`config.mk`:
```
export PLATFORM = sky130hd
export DESIGN_NAME = bbr_box_merge
export DESIGN_NICKNAME = d
export VERILOG_FILES = /design/src/hw/rtl/bbr_pkg.sv /design/src/hw/rtl/bbr_box_merge.sv
export SDC_FILE = /design/constraint.sdc
export NUM_CORES = 1
export LEC_CHECK = 0
export ABC_CLOCK_PERIOD_IN_PS = 4260
export CORE_AREA = 2 2 223 225
export DETAILED_ROUTE_END_ITERATION = 10
export DIE_AREA = 0 0 225 227
export DONT_BUFFER_PORTS = 1
export GPL_TIMING_DRIVEN = 0
export SYNTH_ARGS = -nofsm -noshare
export SYNTH_HDL_FRONTEND = slang
export SYNTH_SLANG_ARGS = --single-unit
```
`constraint.sdc`:
```
create_clock -name vclk -period 4.26
set_input_delay 0.639 -clock vclk [all_inputs]
set_output_delay 0.639 -clock vclk [all_outputs]
set_load 0.02 [all_outputs]
```
`src/hw/rtl/bbr_pkg.sv`:
```
`timescale 1ns / 1ps
`default_nettype none
// ----------------------------------------------------------------------------
// bbr_pkg
// Types and codes shared by the bounds refit block.
// ----------------------------------------------------------------------------
package bbr_pkg;

    localparam logic [8:0] MAX_NODES     = 9'd256;
    localparam logic [8:0] MAX_INSTANCES = 9'd256;

    localparam logic [31:0] POS_INF = 32'h7F80_0000;
    localparam logic [31:0] NEG_INF = 32'hFF80_0000;

    // map entry with no parent / no covering leaf
    localparam logic [8:0] NO_LINK = 9'h100;

    typedef enum logic [1:0] {
        CMD_WR_NODE = 2'd0,
        CMD_WR_INST = 2'd1,
        CMD_REFIT   = 2'd2,
        CMD_RD_NODE = 2'd3
    } cmd_t;

    localparam logic [1:0] ST_OK      = 2'd0;
    localparam logic [1:0] ST_REBUILD = 2'd1;
    localparam logic [1:0] ST_READ    = 2'd2;

    localparam logic REG_NODE_COUNT = 1'b0;
    localparam logic REG_INST_COUNT = 1'b1;

    typedef struct packed {
        logic [31:0] min_x;
        logic [31:0] min_y;
        logic [31:0] min_z;
        logic [31:0] max_x;
        logic [31:0] max_y;
        logic [31:0] max_z;
    } box_t;

    typedef struct packed {
        logic       is_leaf;
        logic [7:0] first;
        logic [8:0] link;
        box_t       box;
    } node_t;

    typedef struct packed {
        logic [1:0]  cmd;
        logic [7:0]  index;
        logic        is_leaf;
        logic [7:0]  first;
        logic [8:0]  link;
        logic        mark_dirty;
        logic [31:0] box_min_x;
        logic [31:0] box_min_y;
        logic [31:0] box_min_z;
        logic [31:0] box_max_x;
        logic [31:0] box_max_y;
        logic [31:0] box_max_z;
    } in_item_t;

    typedef struct packed {
        logic [1:0]  status;
        logic [31:0] revision;
        logic [31:0] out_min_x;
        logic [31:0] out_min_y;
        logic [31:0] out_min_z;
        logic [31:0] out_max_x;
        logic [31:0] out_max_y;
        logic [31:0] out_max_z;
    } out_item_t;

endpackage
`default_nettype wire

```
`src/hw/rtl/bbr_box_merge.sv`:
```
`timescale 1ns / 1ps
`default_nettype none
// ----------------------------------------------------------------------------
// bbr_box_merge
// Per-axis float min/max of two boxes; a NaN keeps the first operand.
// ----------------------------------------------------------------------------
module bbr_box_merge (
    input  bbr_pkg::box_t a,
    input  bbr_pkg::box_t b,
    output bbr_pkg::box_t y
);
    import bbr_pkg::*;

    function automatic logic f32_lt(input logic [31:0] p, input logic [31:0] q);
        logic p_nan;
        logic q_nan;
        logic r;
        p_nan = (&p[30:23]) && (|p[22:0]);
        q_nan = (&q[30:23]) && (|q[22:0]);
        if (p_nan || q_nan || (p[30:0] == 31'd0 && q[30:0] == 31'd0))
            r = 1'b0;
        else if (p[31] && !q[31])
            r = 1'b1;
        else if (!p[31] && q[31])
            r = 1'b0;
        else if (!p[31])
            r = p[30:0] < q[30:0];
        else
            r = p[30:0] > q[30:0];
        return r;
    endfunction

    function automatic logic [31:0] pick_min(input logic [31:0] p, input logic [31:0] q);
        return f32_lt(q, p) ? q : p;
    endfunction

    function automatic logic [31:0] pick_max(input logic [31:0] p, input logic [31:0] q);
        return f32_lt(p, q) ? q : p;
    endfunction

    always_comb
    begin
        y.min_x = pick_min(a.min_x, b.min_x);
        y.min_y = pick_min(a.min_y, b.min_y);
        y.min_z = pick_min(a.min_z, b.min_z);
        y.max_x = pick_max(a.max_x, b.max_x);
        y.max_y = pick_max(a.max_y, b.max_y);
        y.max_z = pick_max(a.max_z, b.max_z);
    end

endmodule
`default_nettype wire
```
# == Word-level counts from Yosys, hierarchy flattened ==
# Index checks and enable logic that the tools add are counted.
# word_totals
register_bits,0
out_inout_bits,192
# op_classes
order_cmp,12
muxes,30
reduce_logical,90
# op_table
op,count
logical NOT 31 bit,12
OR reduction 23 bit,12
2-to-1 mux 32 bit,6
greater-than comparator 31 bit,6
less-than comparator 31 bit,6
AND reduction 8 bit,12
logical AND 1 bit,30
2-to-1 mux 1 bit,24
logical NOT 1 bit,12
logical OR 1 bit,12

# == Longest topological paths before layout ==
# Gate-level depths: netlist (run 1).
# depth
depth_word,6
depth_mapped,12
ltp_nobuf,10

# == Worst setup path before layout (run 1) ==
# No wires, ideal clock.
# synth_path
path_type,in2out
from,input b[8] in the netlist's numbering
to,output y[10] in the netlist's numbering
arrival_ns,2.803
slack_ns,0.818
path_stages,11
path_buffers,1
cell_sequence,inv_1 -> ha_1 -> a21oi_1 -> nor2_1 -> a211oi_1 -> o21ai_1 -> o31ai_1 -> a21oi_1 -> a311oi_2 -> buf_4 -> mux2_1
# synth_rtl
element,line,rtl
"start, declared",bbr_box_merge.sv:9,"input bbr_pkg::box_t b,"
"end, declared",bbr_box_merge.sv:10,output bbr_pkg::box_t y

==> impl_metrics.tcl, run 1 <==
set metrics [dict create \
    outcome "complete, no violations" \
    nFillCells 5403 \
    grt_max_degree 11 \
    synth_seq_area_share_pct 0 \
    ys_types 51 \
    cp.arrival_ns 3.25 \
    rsz0062_at_grt "no" \
    slew_viol_final 0 \
    grt_overflow 0 \
    holdBufCountCts 0 \
    die_h_um 227 \
    postCtsResizedCells 0 \
    synth_cells 1081 \
    multi_input_area_sq_um 7510 \
    antenna_found_initial 0 \
    diodes 0 \
    hold_path_class "in2out" \
    drt_iter0_markers 371 \
    clock_buffers 0 \
    synth_area_sq_um 8400 \
    grt_pass1_vias 8844 \
    area_growth_pct 9.40 \
    period_share_pct 91.2 \
    drt_pass1_iterations 7 \
    hpwl_um 31200 \
    nFlopsAndLatches 0 \
    cp-start-kind "input port" \
    min_path_cells 2 \
    setup_tns_ns 0 \
    seq_area_sq_um 0 \
    vias_per_cell 5.10 \
    post-route-util_pct 18.9 \
    critPathMaxFanout 10 \
    dp.cells 1703 \
    fin_area_sq_um 9190 \
    place.gp.congestion 0.947 \
    rows 81 \
    drc 0 \
    p_per_area_nw_per_um2 129 \
    die_x_um 225 \
    wl_per_cell_um 20.2 \
    dr_wl_met2_um 16500 \
    portBuffers 0 \
    avgSynthCellArea_sq_um 7.77 \
    placed_cell_area_sq_um 9180 \
    maxCapViolCount 0 \
    core_area_sq_um 48500 \
    synth.net_count 1651 \
    grt_pass1_wl_um 49100 \
    fin_crit_ns 3.89 \
    gr-usage-all-layers_pct 12.1 \
    dr.max_layer_used "met4" \
    p_total_w 0.00118 \
    wl_met3_um 3250 \
    dieArea_sq_um 51100 \
    worst_slew_pin_slew_ns 0.755 \
    drive_gt1_share_pct 8.14 \
    cp.required_ns 3.62 \
    final_antenna_net_count 0 \
    worstSetupPathType "in2out" \
    num_vias 8681 \
    wl_met1_um 13200 \
    setup_violations 0 \
    nNetsFinal 1653 \
    crit_path_end_kind "output port" \
    ys_top_cells_by_area "ha_1 28%, mux2_1 17%, mux2_4 11%" \
    io-pin-count 576 \
    hold_viol_final 0 \
    routed_wirelength_um 34300 \
    power.leakage_nw 4.26 \
    fin_cells 1703 \
    start_util_pct 17.3 \
    fmax_mhz 257 \
    yosys.area.top_type "ha_1" \
    slew_headroom_pct 49.2 \
    ir_worst_vdd_uv 68.4 \
    synth.top_cell.area_share_pct 27.7 \
    ys_warn_count 0 \
    post_cts_buffers 0 \
]
cell families after synthesis:
family | Yosys count | synth area share, %
AO/OA/AOI/OAI | 164 | 12.3
adder cells (fa/ha/maj) | 186 | 27.7
buffers and inverters | 212 | 10.7
multiplexers | 187 | 27.7
AND/OR/NAND/NOR | 332 | 21.6
per-stage QoR:
step	hold slack (ns)	setup WS, ns
after floorplan	1.40	0.818
after global placement	1.42	0.179
after detailed placement	1.42	0.221
after CTS	1.42	0.211
after global routing	1.43	0.0905
final	1.42	0.374
layout by cell type (no fill, tap or decap), drive strengths merged, types with 6 or more instances in the layout:
cell type	instances
a221oi	7
a21o	10
ha	186
nand2	62
nor3	30
nand3	20
inv	192
a211oi	13
mux2	186
nand4	72
o21ai	30
and4	6
a21oi	70
buf	17
nor2	36
o211ai	6
nor4	92
area by class of cell:
type                            instances  share of cell area (%)
Tap cell                              622                    8.47
Multi-Input combinational cell        869                    81.7
Buffer                                 19                    1.93
Inverter                              193                    7.89
synthesized netlist by cell type (9+ instances only):
cell,n
inv_1,192
ha_1,186
mux2_1,125
nor4_1,91
nand4_1,71
a21oi_1,69
nand2_1,62
mux2_4,60
nor2_1,36
nor3_1,30
o21ai_0,23
nand3_1,20
a211oi_1,13
a21o_1,10
buf_2,9
critical path, stage by stage:
cell and delay [ns]:
inv_1 0.02, ha_1 0.29, a21oi_1 0.25, o21ai_1 0.19, a221oi_2 0.36, o21ai_1 0.11, a21oi_1 0.19, a22o_1 0.17
a211o_1 0.24, clkbuf_4 0.32, mux2_1 0.45
where the power goes:
group          total [W]  leakage, nW  internal [W]  switching (W)
clock                  0            0             0              0
sequential             0            0             0              0
combinational    0.00118         4.26      0.000466       0.000716
per-layer routing:
layer | track usage, % | vias up
met1 | 13.9 | 4040
met5 | 0 | -
met2 | 21.5 | 496
li1 | - | 4062
met4 | 4.74 | 0
met3 | 3.12 | 83
worst paths after layout:
path	startpoint	end	slack, ns
max	a[168]	y[164]	0.37
min	a[63]	y[63]	1.42
Power figures use the tool's default switching activity.
==> run 2, diff against run 1 <==
- PLACE_DENSITY: unset -> 0.38
==> impl_metrics.tcl, run 2 (synthesized netlist as in run 1, its figures left out) <==
set metrics [dict create \
    outcome "complete, no violations" \
    routed_wirelength_um 33800 \
    period_share_pct 92.1 \
    dieArea_sq_um 51100 \
    worstSetupPathType "in2out" \
    io-pin-count 576 \
    min_path_cells 2 \
    drt_iter0_markers 251 \
    nFlopsAndLatches 0 \
    post_cts_buffers 0 \
    cp.required_ns 3.62 \
    max_stage_delay_ns 0.45 \
    grt_overflow 0 \
    grt_max_degree 11 \
    hold_viol_final 0 \
    slew_viol_final 0 \
    p_clk_share_pct 0 \
    vias_per_cell 4.82 \
    hold_start "a[63]" \
    critPathBufInv 2 \
    use_met3_pct 2.05 \
    critPathMaxFanout 10 \
    crit_path_end_kind "output port" \
    cp.arrival_ns 3.29 \
    place.gp.congestion 0.849 \
    antenna_found_initial 3 \
    layout_common_cells "192 x inv_1, 186 x ha_1, 125 x mux2_1" \
    worst_slew_pin_slew_ns 0.598 \
    seq_power_share_pct 0 \
    path_delay_family "compound AO/OA/AOI/OAI gates" \
    die_x_um 225 \
    seq_area_sq_um 0 \
    start_util_pct 17.3 \
    fin_cells 1703 \
    num_vias 8205 \
    fin_area_sq_um 9180 \
    critPathSlowestCell "mux2_1" \
    hold_path_end "y[63]" \
    die_h_um 227 \
    power.leakage_nw 4.26 \
    rows 81 \
    maxCapViolCount 0 \
    postCtsResizedCells 0 \
    rsz0062_at_grt "no" \
    drc 0 \
    diodes 0 \
    core_area_sq_um 48500 \
    drt_pass1_iterations 4 \
    p_sw_share_pct 59.9 \
    p_per_area_nw_per_um2 126 \
    dp.cells 1703 \
    final_antenna_net_count 0 \
    holdBufCountCts 0 \
    nFillCells 5441 \
    area_growth_pct 9.30 \
    grt_pass1_vias 8369 \
    grt_pass1_wl_um 48200 \
    cp-start-kind "input port" \
    fmax_mhz 255 \
    met2_usage_pct 21.3 \
    setup_tns_ns 0 \
    busiest_layer "met2" \
    slew_headroom_pct 59.8 \
    clock_buffers 0 \
    use_met1_pct 15.6 \
    placed_cell_area_sq_um 9180 \
    path_cells "inv_1 -> ha_1 -> a21oi_1 -> nor2_1 -> a211oi_1 -> o41ai_1 -> nor3_1 -> a21oi_1 -> a311oi_2 -> buf_4 -> mux2_1" \
    nNetsFinal 1653 \
    crit_path_frequent_cell "a21oi_1" \
    mostFrequentLayoutCell "inv_1" \
    drive_gt1_share_pct 8.05 \
    hold_path_class "in2out" \
    combPwrFrac_pct 100.0 \
    gr-usage-all-layers_pct 11.9 \
    portBuffers 0 \
    setup_violations 0 \
    ir_worst_vdd_uv 89.4 \
    fin_crit_ns 3.92 \
    wl_per_cell_um 19.8 \
    hpwl_um 30700 \
    p_int_w 0.000463 \
    power_switching_w 0.000691 \
]
==> run 2: cell count changes in the layout (fill, tap and decap cells not counted) <==
cell and change:
a221oi_1 +1, a221oi_2 -1, buf_2 +1, clkbuf_4 -1
==> run 2: cell type report <==
| cell class | count | area, sq um | share of cell area [%] |
|---|---|---|---|
| inverter | 193 | 724 | 7.89 |
| buffer | 19 | 175 | 1.91 |
| tap | 622 | 778 | 8.48 |
| multi-input combinational | 869 | 7500 | 81.7 |
==> run 2: power groups by stage <==
stage	Clock (W)	Sequential (W)	Combinational [W]
2_1_floorplan	0	0	0.00100
6_report	0	0	0.00115
3_3_place_gp	0	0	0.00115
3_5_place_dp	0	0	0.00116
5_1_grt	0	0	0.00126
4_1_cts	0	0	0.00116
==> run 2: worst max-delay path by stage <==
stage	startpoint	end	slack, ns	cells past startpoint
6_report	b[16]	y[18]	0.34	11
3_5_place_dp	a[168]	y[167]	0.05	11
2_1_floorplan	b[8]	y[10]	0.82	11
5_1_grt	a[168]	y[167]	0.08	11
4_1_cts	a[168]	y[167]	0.04	11
3_3_place_gp	a[168]	y[167]	0.005	11
==> run 2: per-stage QoR <==
step	hold slack, ns	setup slack (ns)	total power [W]	util, %
2_1_floorplan	1.40	0.818	0.00100	-
3_5_place_dp	1.41	0.0476	0.00116	18.9
3_3_place_gp	1.41	0.00535	0.00115	18.9
5_1_grt	1.43	0.0758	0.00126	18.9
6_report	1.41	0.336	0.00115	18.9
4_1_cts	1.41	0.0373	0.00116	18.9
==> run 2: routing by layer <==
layer,wire [um],share of wire [%]
met1,14900,44
met2,16700,49
met3,2100,6.2
met4,130,0.38
met5,0,0
